==> config.mk <==
export PLATFORM = sky130hd
export DESIGN_NAME = umep_decode
export DESIGN_NICKNAME = d
export VERILOG_FILES = /design/src/hw/rtl/umep_pkg.sv /design/src/hw/rtl/umep_decode.sv
export SDC_FILE = /design/constraint.sdc
export NUM_CORES = 1
export LEC_CHECK = 0
export ABC_AREA = 0
export ABC_CLOCK_PERIOD_IN_PS = 2700
export BUFFER_PORTS_ARGS = -buffer_cell sky130_fd_sc_hd__buf_2
export CORE_MARGIN = 5
export CORE_UTILIZATION = 39
export DETAILED_ROUTE_END_ITERATION = 6
export GPL_TIMING_DRIVEN = 0
export PLACE_DENSITY = 0.91
export SLEW_MARGIN = 15
export SYNTH_ARGS = -nofsm -noshare
export SYNTH_HDL_FRONTEND = slang
export SYNTH_SLANG_ARGS = --single-unit
==> constraint.sdc <==
create_clock -name vclk -period 2.7
set_clock_uncertainty 0.15 [all_clocks]
set_input_delay 0.27 -clock vclk [all_inputs]
set_output_delay 0.27 -clock vclk [all_outputs]
set_load 0.02 [all_outputs]
==> src/hw/rtl/umep_pkg.sv <==
package umep_pkg;

    // Field widths
    localparam int CMD_W    = 3;
    localparam int CHAN_W   = 8;
    localparam int NUM_W    = 8;
    localparam int VAL_W    = 8;
    localparam int AMT_W    = 16;
    localparam int CIN_W    = 4;
    localparam int STAT_W   = 8;
    localparam int DATA_W   = 7;
    localparam int DZ_W     = 7;
    localparam int ENTRY_W  = 8;   // valid flag + last value
    localparam int CH_IDX_W = 4;   // channel index inside the status nibble
    localparam int BEND_W   = 14;
    localparam int WIDE_W   = 24;  // scratch delta * 256 fits here

    localparam int DEF_CHANNELS    = 16;
    localparam int DEF_CONTROLLERS = 128;

    // Commands
    localparam logic [CMD_W-1:0] CMD_CC      = 3'd0;
    localparam logic [CMD_W-1:0] CMD_NOTE    = 3'd1;
    localparam logic [CMD_W-1:0] CMD_BEND    = 3'd2;
    localparam logic [CMD_W-1:0] CMD_NUDGE   = 3'd3;
    localparam logic [CMD_W-1:0] CMD_SCRATCH = 3'd4;

    // USB-MIDI code index numbers
    localparam logic [CIN_W-1:0] CIN_NOTE_OFF = 4'h8;
    localparam logic [CIN_W-1:0] CIN_NOTE_ON  = 4'h9;
    localparam logic [CIN_W-1:0] CIN_CC       = 4'hB;
    localparam logic [CIN_W-1:0] CIN_BEND     = 4'hE;

    // Status type nibbles
    localparam logic [STAT_W-1:0] STAT_NOTE_OFF = 8'h80;
    localparam logic [STAT_W-1:0] STAT_NOTE_ON  = 8'h90;
    localparam logic [STAT_W-1:0] STAT_CC       = 8'hB0;
    localparam logic [STAT_W-1:0] STAT_BEND     = 8'hE0;

    // Nudge maps to the sustain controller
    localparam logic [DATA_W-1:0] NUDGE_CTL  = 7'd64;
    localparam logic [DATA_W-1:0] NUDGE_UP   = 7'd65;
    localparam logic [DATA_W-1:0] NUDGE_DOWN = 7'd63;

    localparam logic signed [WIDE_W-1:0] BEND_MIN = -24'sd8192;
    localparam logic signed [WIDE_W-1:0] BEND_MAX = 24'sd8191;
    localparam logic [BEND_W-1:0]        BEND_OFFSET = 14'd8192;

    typedef enum logic [1:0] {
        KIND_NONE,      // no packet
        KIND_PLAIN,     // packet sent as is
        KIND_TRACKED    // control change through the deadzone filter
    } t_kind;

    typedef struct packed {
        logic [CIN_W-1:0]  cable_index_code;
        logic [STAT_W-1:0] status_byte;
        logic [DATA_W-1:0] data_one;
        logic [DATA_W-1:0] data_two;
    } t_pkt;

    typedef struct packed {
        t_kind kind;
        t_pkt  pkt;
    } t_dec;

endpackage

==> src/hw/rtl/umep_decode.sv <==
module umep_decode #(
    parameter int CHANNELS    = umep_pkg::DEF_CHANNELS,
    parameter int CONTROLLERS = umep_pkg::DEF_CONTROLLERS,
    parameter int AW          = 11
) (
    input  logic [umep_pkg::CMD_W-1:0]        i_command,
    input  logic [umep_pkg::CHAN_W-1:0]       i_channel,
    input  logic [umep_pkg::NUM_W-1:0]        i_number,
    input  logic [umep_pkg::VAL_W-1:0]        i_value,
    input  logic signed [umep_pkg::AMT_W-1:0] i_signed_amount,
    output umep_pkg::t_dec                    o_dec,
    output logic [AW-1:0]                     o_addr
);

    logic                                  ch_ok;
    logic [umep_pkg::CHAN_W-1:0]           ch_m1;
    logic [umep_pkg::CH_IDX_W-1:0]         ch_idx;
    logic [umep_pkg::DATA_W-1:0]           cc_ctl;
    logic [umep_pkg::DATA_W-1:0]           cc_val;
    logic                                  cc_in_table;
    logic signed [umep_pkg::WIDE_W-1:0]    bend_wide;
    logic signed [umep_pkg::WIDE_W-1:0]    bend_sat;
    logic [umep_pkg::BEND_W-1:0]           bend_u;

    assign ch_ok  = (i_channel != '0) && (i_channel <= umep_pkg::CHAN_W'(CHANNELS));
    assign ch_m1  = i_channel - umep_pkg::CHAN_W'(1);
    assign ch_idx = ch_m1[umep_pkg::CH_IDX_W-1:0];

    // Nudge rides the control change path on the sustain controller
    always_comb begin
        if (i_command == umep_pkg::CMD_NUDGE) begin
            cc_ctl = umep_pkg::NUDGE_CTL;
            cc_val = i_signed_amount[umep_pkg::AMT_W-1] ? umep_pkg::NUDGE_DOWN
                                                         : umep_pkg::NUDGE_UP;
        end else begin
            cc_ctl = i_number[umep_pkg::DATA_W-1:0];
            cc_val = i_value[umep_pkg::DATA_W-1:0];
        end
    end

    assign cc_in_table = {1'b0, cc_ctl} < (umep_pkg::DATA_W + 1)'(CONTROLLERS);
    assign o_addr      = AW'(ch_idx) * AW'(CONTROLLERS) + AW'(cc_ctl);

    // Scratch scales by 256; both bend kinds saturate to the 14-bit range
    always_comb begin
        if (i_command == umep_pkg::CMD_SCRATCH)
            bend_wide = {i_signed_amount, 8'h00};
        else
            bend_wide = umep_pkg::WIDE_W'(i_signed_amount);
        if (bend_wide < umep_pkg::BEND_MIN)
            bend_sat = umep_pkg::BEND_MIN;
        else if (bend_wide > umep_pkg::BEND_MAX)
            bend_sat = umep_pkg::BEND_MAX;
        else
            bend_sat = bend_wide;
    end

    assign bend_u = bend_sat[umep_pkg::BEND_W-1:0] + umep_pkg::BEND_OFFSET;

    always_comb begin
        o_dec.kind                 = umep_pkg::KIND_NONE;
        o_dec.pkt.cable_index_code = umep_pkg::CIN_CC;
        o_dec.pkt.status_byte      = umep_pkg::STAT_CC | umep_pkg::STAT_W'(ch_idx);
        o_dec.pkt.data_one         = cc_ctl;
        o_dec.pkt.data_two         = cc_val;
        unique case (i_command)
            umep_pkg::CMD_CC, umep_pkg::CMD_NUDGE: begin
                if (ch_ok && !(i_command == umep_pkg::CMD_NUDGE && i_signed_amount == '0))
                    o_dec.kind = cc_in_table ? umep_pkg::KIND_TRACKED : umep_pkg::KIND_PLAIN;
            end
            umep_pkg::CMD_NOTE: begin
                if (ch_ok)
                    o_dec.kind = umep_pkg::KIND_PLAIN;
                o_dec.pkt.data_one = i_number[umep_pkg::DATA_W-1:0];
                if (i_value != '0) begin
                    o_dec.pkt.cable_index_code = umep_pkg::CIN_NOTE_ON;
                    o_dec.pkt.status_byte = umep_pkg::STAT_NOTE_ON | umep_pkg::STAT_W'(ch_idx);
                    o_dec.pkt.data_two    = i_value[umep_pkg::DATA_W-1:0];
                end else begin
                    o_dec.pkt.cable_index_code = umep_pkg::CIN_NOTE_OFF;
                    o_dec.pkt.status_byte = umep_pkg::STAT_NOTE_OFF | umep_pkg::STAT_W'(ch_idx);
                    o_dec.pkt.data_two    = '0;
                end
            end
            umep_pkg::CMD_BEND, umep_pkg::CMD_SCRATCH: begin
                if (ch_ok)
                    o_dec.kind = umep_pkg::KIND_PLAIN;
                o_dec.pkt.cable_index_code = umep_pkg::CIN_BEND;
                o_dec.pkt.status_byte = umep_pkg::STAT_BEND | umep_pkg::STAT_W'(ch_idx);
                o_dec.pkt.data_one    = bend_u[umep_pkg::DATA_W-1:0];
                o_dec.pkt.data_two    = bend_u[umep_pkg::BEND_W-1:umep_pkg::DATA_W];
            end
            default: begin
                o_dec.kind = umep_pkg::KIND_NONE;
            end
        endcase
    end

endmodule

==> flow_summary.json, run 1 <==
{
  "worstMarginPinSlew_ns": 0.515,
  "drive_gt1_share_pct": 51.5,
  "post_drt_wl_per_cell_um": 13.3,
  "final_max_slew_viol_count": 0,
  "setup_viol": 0,
  "power_density_mw_per_mm2": 223,
  "setup_tns_ns": 0,
  "start_util_pct": 41.5,
  "n_fill_cell": 176,
  "synth.area.top_cells": "buf_4 (9.2%), a211oi_1 (8.2%), mux2_2 (7.7%), o21ai_1 (6.2%), and2_1 (6.0%)",
  "cpMaxStageDelayCell": "or3b_1",
  "design.seq.count": 0,
  "fp.dieW_um": 53.3,
  "synth.distinct_cells": 33,
  "boundaryPins": 82,
  "end_kind": "output pin",
  "fin_nets": 241,
  "netlist_instances": 116,
  "ys_warn_count": 0,
  "num_vias": 1126,
  "die_h_um": 53.3,
  "drc": 0,
  "netlist_top_cells_count": "nor2_1 (11), nand2_1 (10), buf_4 (9), o21ai_1 (9), a211oi_1 (8)",
  "grt_max_degree": 11,
  "rsz0062_at_grt": "false",
  "fmax_mhz": 447,
  "fin_crit_sh_pct": 82.8,
  "internal_power_w": 0.000104,
  "regArea_um2": 0,
  "hold_class": "in -> out",
  "die_area_mm2": 0.00284,
  "switching_power_w": 0.000153,
  "port_buffers": 77,
  "pwr-share-clk_pct": 0,
  "cpPeakStageDelay_ns": 0.37,
  "power.leakage_nw": 0.602,
  "crit_buf_inv": 4,
  "synth_area_um2": 732,
  "min_period_ns": 2.24,
  "cp_max_fo": 10,
  "grt_usage_pct": 19.2,
  "cts_resized": 0,
  "cp_cell_sequence": "buf_2, or3b_1, buf_6, a211oi_2, buf_6, nor3_1, o21ai_1, buf_2",
  "path_delay_family": "buffers and inverters",
  "slew_headroom_pct": 65.5,
  "hold_viol": 0,
  "num_rows": 15,
  "coreArea_mm2": 0.00176,
  "place_hpwl_mm": 2.51,
  "drt_iter0_drc": 19,
  "holdPathEnd": "o_addr[7]",
  "drtAntennaViolNets": 0,
  "status": "finished, final reports clean",
  "power_w": 0.000257,
  "post_cts_buffers": 0,
  "crit_required_ns": 2.28,
  "min_from": "i_channel[0]",
  "yosys.area.top_type": "buf_4",
  "crit_type": "in -> out",
  "gr-total-overflow": 0,
  "crit_arrival_ns": 1.82,
  "diodes": 0,
  "switching_share_pct": 59.6,
  "comb_power_share_pct": 100.0,
  "grt_pass1_wl_mm": 4.32,
  "synth_top_area_share_pct": 9.23,
  "avgSynthCellArea_um2": 6.31,
  "grt_pass1_vias": 1047,
  "ir_worst_vdd_mv": 0.0999,
  "crit_start": "i_command[1]",
  "cap_viol_max_count": 0,
  "clockBufferCount": 0,
  "area_growth_pct": 57.4,
  "power_frac_seq_pct": 0,
  "cts_hold_buf": 0,
  "whs_path_depth": 3,
  "seq_area_frac_synth_pct": 0,
  "antenna_found_initial": 0,
  "place_congestion": 0.864,
  "start_kind": "input pin",
  "firstDrtPassIters": 4,
  "synth_most_common_cell": "nor2_1",
  "wl_mm": 2.92,
  "vias_per_cell": 5.14
}
routing by layer:
layer	vias to the layer above	global-route usage [%]	part of all wire (%)
li1	570	-	-
met1	496	22.4	37
met2	60	36.7	52
met3	0	2.54	11
met4	0	2.55	0
met5	-	0	0
cell usage in the layout, fill, tap and decap left out, drive strengths merged:
| cell | synthesis | final |
|---|---|---|
| a211oi | 9 | 9 |
| a21oi | 5 | 5 |
| a31oi | 1 | 1 |
| a41oi | 1 | 1 |
| and2 | 7 | 7 |
| and2b | 1 | 1 |
| buf | 15 | 92 |
| clkbuf | 1 | 1 |
| conb | 1 | 2 |
| ha | 2 | 2 |
| inv | 5 | 5 |
| mux2 | 5 | 5 |
| nand2 | 10 | 10 |
| nand2b | 1 | 1 |
| nand3 | 1 | 1 |
| nand3b | 1 | 1 |
| nand4 | 2 | 2 |
| nor2 | 11 | 11 |
| nor3 | 7 | 7 |
| nor3b | 2 | 2 |
| nor4 | 6 | 6 |
| o211ai | 1 | 1 |
| o21ai | 14 | 14 |
| o22ai | 1 | 1 |
| or3b | 1 | 1 |
| or4 | 1 | 1 |
| xnor2 | 1 | 1 |
| xor2 | 3 | 3 |
cell type report:
type                            count  area (µm²)  area share (%)
Multi-Input combinational cell     96         597            51.8
Timing Repair Buffer               77         385            33.4
Buffer                             16         120            10.4
Tap cell                           25        31.3            2.71
Inverter                            5        18.8            1.63
per-stage QoR:
step	worst slack (ns)	hold WS (ns)	util (%)	instances	area [µm²]
2_1_floorplan	0.310	0.479	-	117	736
4_1_cts	0.471	0.722	65.3	219	1150
5_1_grt	0.285	0.732	65.3	219	1150
6_report	0.463	0.717	65.3	219	1150
3_3_place_gp	0.496	0.713	65.3	219	1150
3_5_place_dp	0.478	0.722	65.3	219	1150
power groups by stage:
stage	registers [W]	logic [W]	clock network, W
2_1_floorplan	0	0.000158	0
4_1_cts	0	0.000258	0
6_report	0	0.000257	0
3_3_place_gp	0	0.000253	0
5_1_grt	0	0.000279	0
3_5_place_dp	0	0.000257	0
cells by family after synthesis:
kind of cell	share of synthesized area (%)
fa+ha+maj	3.42
buf+inv	19.0
mux	7.69
compound gates	27.7
xor+xnor	4.79
simple gates	36.9
other cells	0.512
how the worst max path moves through the flow:
| stage | endpoint | cells past startpoint |
|---|---|---|
| after floorplan | o_dec[1] | 6 |
| after global placement | o_dec[5] | 7 |
| after detailed placement | o_dec[4] | 8 |
| after CTS | o_dec[4] | 8 |
| after global routing | o_dec[1] | 7 |
| final | o_dec[4] | 8 |
Note: power is estimated with default switching activity, not from simulation.
==> run 2, diff against run 1 <==
--- a/config.mk
+++ b/config.mk
@@ -5,14 +5,14 @@
 export SDC_FILE = /design/constraint.sdc
 export NUM_CORES = 1
 export LEC_CHECK = 0
-export ABC_AREA = 0
-export ABC_CLOCK_PERIOD_IN_PS = 2700
+export ABC_AREA = 1
+export ABC_CLOCK_PERIOD_IN_PS = 1900
 export BUFFER_PORTS_ARGS = -buffer_cell sky130_fd_sc_hd__buf_2
 export CORE_MARGIN = 5
-export CORE_UTILIZATION = 39
+export CORE_UTILIZATION = 35
 export DETAILED_ROUTE_END_ITERATION = 6
 export GPL_TIMING_DRIVEN = 0
-export PLACE_DENSITY = 0.91
+export PLACE_DENSITY = 0.81
 export SLEW_MARGIN = 15
 export SYNTH_ARGS = -nofsm -noshare
 export SYNTH_HDL_FRONTEND = slang
==> constraint.sdc (replaced) <==
create_clock -name vclk -period 1.9
set_clock_uncertainty 0.15 [all_clocks]
set_input_delay 0.19 -clock vclk [all_inputs]
set_output_delay 0.19 -clock vclk [all_outputs]
set_load 0.02 [all_outputs]
==> flow_summary.json, run 2 <==
{
  "post_drt_wl_per_cell_um": 10.1,
  "status": "finished, final reports clean",
  "place_hpwl_mm": 2.57,
  "die_h_um": 59.0,
  "cpMaxStageDelayCell": "o21ai_4",
  "grt_max_degree": 11,
  "synth_top_area_share_pct": 30.0,
  "cp_max_fo": 10,
  "holdPathEnd": "o_addr[7]",
  "grt_pass1_vias": 1050,
  "fmax_mhz": 564,
  "coreArea_mm2": 0.00225,
  "boundaryPins": 82,
  "final_max_slew_viol_count": 0,
  "netlist_instances": 175,
  "ys_warn_count": 0,
  "wl_mm": 2.90,
  "final_common_cell": "buf_2",
  "die_area_mm2": 0.00348,
  "fin_crit_sh_pct": 93.3,
  "avgSynthCellArea_um2": 4.80,
  "diodes": 0,
  "synth.area.top_cells": "nand2_1 (30%), inv_1 (10%), nor2_1 (8.5%), buf_4 (8.0%), nand3_1 (7.7%)",
  "start_kind": "input pin",
  "utilization_pct": 57.7,
  "vias_per_cell": 4.48,
  "num_vias": 1282,
  "grt_usage_pct": 14.8,
  "port_buffers": 79,
  "cap_viol_max_count": 0,
  "final_cell_mix": "buf_2 (80), nand2_1 (67), inv_1 (23), nor2_1 (19), nand3_1 (13)",
  "synth_most_common_cell": "nand2_1",
  "drt_iter0_drc": 35,
  "start_util_pct": 37.2,
  "gr-total-overflow": 0,
  "drc": 0,
  "synth.distinct_cells": 25,
  "n_fill_cell": 250,
  "place_area_mm2": 0.00127,
  "cp_cell_sequence": "buf_2, inv_1, nor2_2, inv_2, o21ai_4, inv_2, a21oi_4, buf_6, nand2_1, nand2_1, buf_2",
  "hold_viol": 0,
  "antenna_found_initial": 0,
  "fin_nets": 305,
  "crit_arrival_ns": 1.43,
  "clockBufferCount": 0,
  "num_rows": 17,
  "whs_path_depth": 3,
  "ir_worst_vdd_mv": 0.181,
  "area_growth_pct": 55.0,
  "crit_type": "in -> out",
  "netlist_top_cells_count": "nand2_1 (67), inv_1 (23), nor2_1 (19)",
  "grt_pass1_wl_mm": 4.31,
  "hold_class": "in -> out",
  "fp.dieW_um": 59.0,
  "power_density_mw_per_mm2": 293,
  "place_congestion": 0.941,
  "firstDrtPassIters": 4,
  "yosys.area.top_type": "nand2_1",
  "drtAntennaViolNets": 0,
  "cpPeakStageDelay_ns": 0.18,
  "power.leakage_nw": 0.846,
  "final_area_mm2": 0.00130,
  "min_from": "i_channel[0]",
  "design.seq.count": 0,
  "regArea_um2": 0,
  "drive_gt1_share_pct": 40.3,
  "setup_viol": 0,
  "min_period_ns": 1.77,
  "end_kind": "output pin",
  "seq_area_frac_synth_pct": 0,
  "synth_area_um2": 840,
  "crit_required_ns": 1.56
}
==> run 2: how the worst max path moves through the flow <==
| stage | from | end | depth (start not counted) | slack [ns] |
|---|---|---|---|---|
| global placement | i_command[0] | o_dec[5] | 9 | 0.08 |
| detailed placement | i_command[2] | o_dec[1] | 10 | 0.09 |
| CTS | i_command[2] | o_dec[1] | 10 | 0.08 |
| global route | i_command[0] | o_dec[4] | 9 | -0.05 |
| floorplan | i_command[1] | o_dec[0] | 9 | 0.31 |
| finish | i_command[1] | o_dec[13] | 11 | 0.13 |
==> run 2: logic make-up after synthesis <==
group / after synthesis / share of synthesized area, %
adders and majority gates: 2 / 2.98
and+or+nand+nor: 110 / 54.5
buffers and inverters: 39 / 23.4
xor gates and xnor gates: 2 / 2.09
other: 1 / 0.447
muxes: 2 / 2.38
AOI/OAI and AO/OA: 19 / 14.2
==> run 2: repair_timing <==
action                     in CTS  in global routing
resized for setup               0                  1
setup buffers                   0                  3
setup endpoints to repair       0                 10
hold buffers                    0                  0
==> run 2: layout make-up <==
class / instances / area, µm² / area share, %
plain buffers: 14 / 103 / 7.88
inverters: 25 / 93.8 / 7.21
well taps: 28 / 35.0 / 2.69
multi-input cells: 137 / 652 / 50.1
repair buffers: 82 / 418 / 32.1
==> run 2: report_power, final <==
part | internal, W | switching (W) | total (W)
sequential | 0 | 0 | 0
combinational | 0.000149 | 0.000232 | 0.000382
clock | 0 | 0 | 0
==> run 2: critical path, delay by kind of cell <==
family / cells / cell delay (ns)
buf+inv: 6 / 0.68
simple gates: 3 / 0.22
compound gates: 2 / 0.35
==> run 2: per-stage QoR <==
step | power (W) | instances | setup WS [ns] | TNS, ns | hold WS, ns
2_1_floorplan | 0.000236 | 176 | 0.312 | 0 | 0.316
3_3_place_gp | 0.000374 | 283 | 0.0824 | 0 | 0.534
3_5_place_dp | 0.000377 | 283 | 0.0851 | 0 | 0.539
4_1_cts | 0.000378 | 283 | 0.0751 | 0 | 0.539
5_1_grt | 0.000421 | 286 | -0.0486 | -0.192 | 0.569
6_report | 0.000382 | 286 | 0.128 | 0 | 0.536
==> run 2: routing by layer <==
layer  track usage, %  up-vias  share of wire (%)
li1                 -      700                  -
met1             18.9      532                 42
met2             28.2       50                 50
met3             1.09        0                8.3
met4                0        0                  0
met5                0        -                  0
==> run 3, diff against run 2 <==
--- a/config.mk
+++ b/config.mk
@@ -5,14 +5,13 @@
 export SDC_FILE = /design/constraint.sdc
 export NUM_CORES = 1
 export LEC_CHECK = 0
-export ABC_AREA = 1
 export ABC_CLOCK_PERIOD_IN_PS = 1900
 export BUFFER_PORTS_ARGS = -buffer_cell sky130_fd_sc_hd__buf_2
 export CORE_MARGIN = 5
-export CORE_UTILIZATION = 35
+export CORE_UTILIZATION = 33
 export DETAILED_ROUTE_END_ITERATION = 6
 export GPL_TIMING_DRIVEN = 0
-export PLACE_DENSITY = 0.81
+export PLACE_DENSITY = 0.82
 export SLEW_MARGIN = 15
 export SYNTH_ARGS = -nofsm -noshare
 export SYNTH_HDL_FRONTEND = slang
==> flow_summary.json, run 3 (same netlist as run 1, synthesis figures left out) <==
{
  "firstDrtPassIters": 4,
  "post_drt_wl_per_cell_um": 14.0,
  "crit_required_ns": 1.56,
  "final_cell_mix": "buf_2 (62), buf_4 (26), o21ai_1 (12), nand2_1 (10), nor2_1 (9)",
  "ir_worst_vdd_mv": 0.194,
  "setup_tns_ns": -0.0552,
  "design.seq.count": 0,
  "drc": 0,
  "regArea_um2": 0,
  "hold_class": "in -> out",
  "status": "complete, but fails checks",
  "num_rows": 17,
  "clockBufferCount": 0,
  "hold_viol": 0,
  "fp.dieW_um": 57.1,
  "cap_viol_max_count": 0,
  "crit_arrival_ns": 1.61,
  "die_h_um": 57.1,
  "antenna_found_initial": 0,
  "final_max_slew_viol_count": 0,
  "setup_slack_ns": -0.0485,
  "fin_nets": 248,
  "coreArea_mm2": 0.00217,
  "crit_buf_inv": 4,
  "start_util_pct": 33.7,
  "boundaryPins": 82,
  "final_common_cell": "buf_2",
  "area_growth_pct": 93.8,
  "grt_max_degree": 11,
  "wl_mm": 3.20,
  "min_period_ns": 1.95,
  "drt_iter0_drc": 29,
  "violations": "negative setup slack",
  "rsz0062_at_grt": "true",
  "fin_crit_sh_pct": 103,
  "grt_pass1_vias": 1149,
  "gr-total-overflow": 0,
  "place_hpwl_mm": 2.33,
  "num_vias": 1176,
  "power_density_mw_per_mm2": 308,
  "cp_max_fo": 8,
  "start_kind": "input pin",
  "drive_gt1_share_pct": 61.2,
  "vias_per_cell": 5.14,
  "cts_hold_buf": 0,
  "die_area_mm2": 0.00326,
  "crit_type": "in -> out",
  "grt_usage_pct": 16.9,
  "port_buffers": 77,
  "cpMaxStageDelayCell": "or3b_4",
  "grt_pass1_wl_mm": 4.74,
  "diodes": 0,
  "fmax_mhz": 513,
  "power.leakage_nw": 0.687,
  "whs_ns": 0.493,
  "place_congestion": 0.786,
  "drtAntennaViolNets": 0,
  "path_delay_family": "buffers and inverters",
  "cpPeakStageDelay_ns": 0.40,
  "n_fill_cell": 202,
  "cp_cell_sequence": "buf_12, or3b_4, buf_4, buf_4, a211oi_1, o21ai_1, buf_4",
  "setup_viol": 2,
  "end_kind": "output pin",
  "crit_top_cell": "buf_4"
}
## run 3: cell types whose count changed in the layout (fill, tap and decap cells not counted), moves of 6 or more
cell	before	now
nor2_1	19	9
nand3_1	13	1
buf_6	2	8
nand2_1	67	10
o21ai_1	1	12
buf_4	12	26
inv_1	23	4
buf_2	80	62
and2_1	0	7
## run 3: cell type report
cell class	instances	area [µm²]	share of cell area [%]
Timing Repair Buffer	85	512	36.1
Tap cell	28	35.0	2.47
Multi-Input combinational cell	96	723	51.0
Inverter	5	18.8	1.32
Buffer	15	130	9.17
## run 3: layer usage
metal	up-vias	share of wire (%)	global-route usage (%)
li1	586	-	-
met1	522	37	19.1
met2	66	53	31.8
met3	2	9.7	3.85
met4	0	0.31	3.97
met5	-	0	0
## run 3: where the power goes
group          switching, W  internal (W)
Sequential                0             0
Combinational      0.000246      0.000191
Clock                     0             0
## run 3: final timing paths
path / startpoint / to / slack (ns) / cells past startpoint
setup / recovery: i_command[1] / o_dec[8] / -0.05 / 7
hold / removal: i_command[2] / o_dec[27] / 0.49 / 3
## run 3: stage by stage
| step | util (%) | power (W) | worst slack (ns) | instances | cell area (µm²) |
|---|---|---|---|---|---|
| 3_3_place_gp | 54.0 | 0.000364 | -0.116 | 222 | 1170 |
| 4_1_cts | 60.0 | 0.000400 | -0.0154 | 227 | 1300 |
| 3_5_place_dp | 54.0 | 0.000365 | -0.125 | 222 | 1170 |
| 2_1_floorplan | - | 0.000228 | -0.131 | 117 | 752 |
| 5_1_grt | 65.4 | 0.000467 | -0.0921 | 229 | 1420 |
| 6_report | 65.4 | 0.000437 | -0.0485 | 229 | 1420 |
## run 3: timing repair
action                     in CTS  in global routing
cloned                          1                  0
setup buffers                   4                  3
setup endpoints to repair      16                 15
resized for setup              25                 27
pin swaps                       2                  7
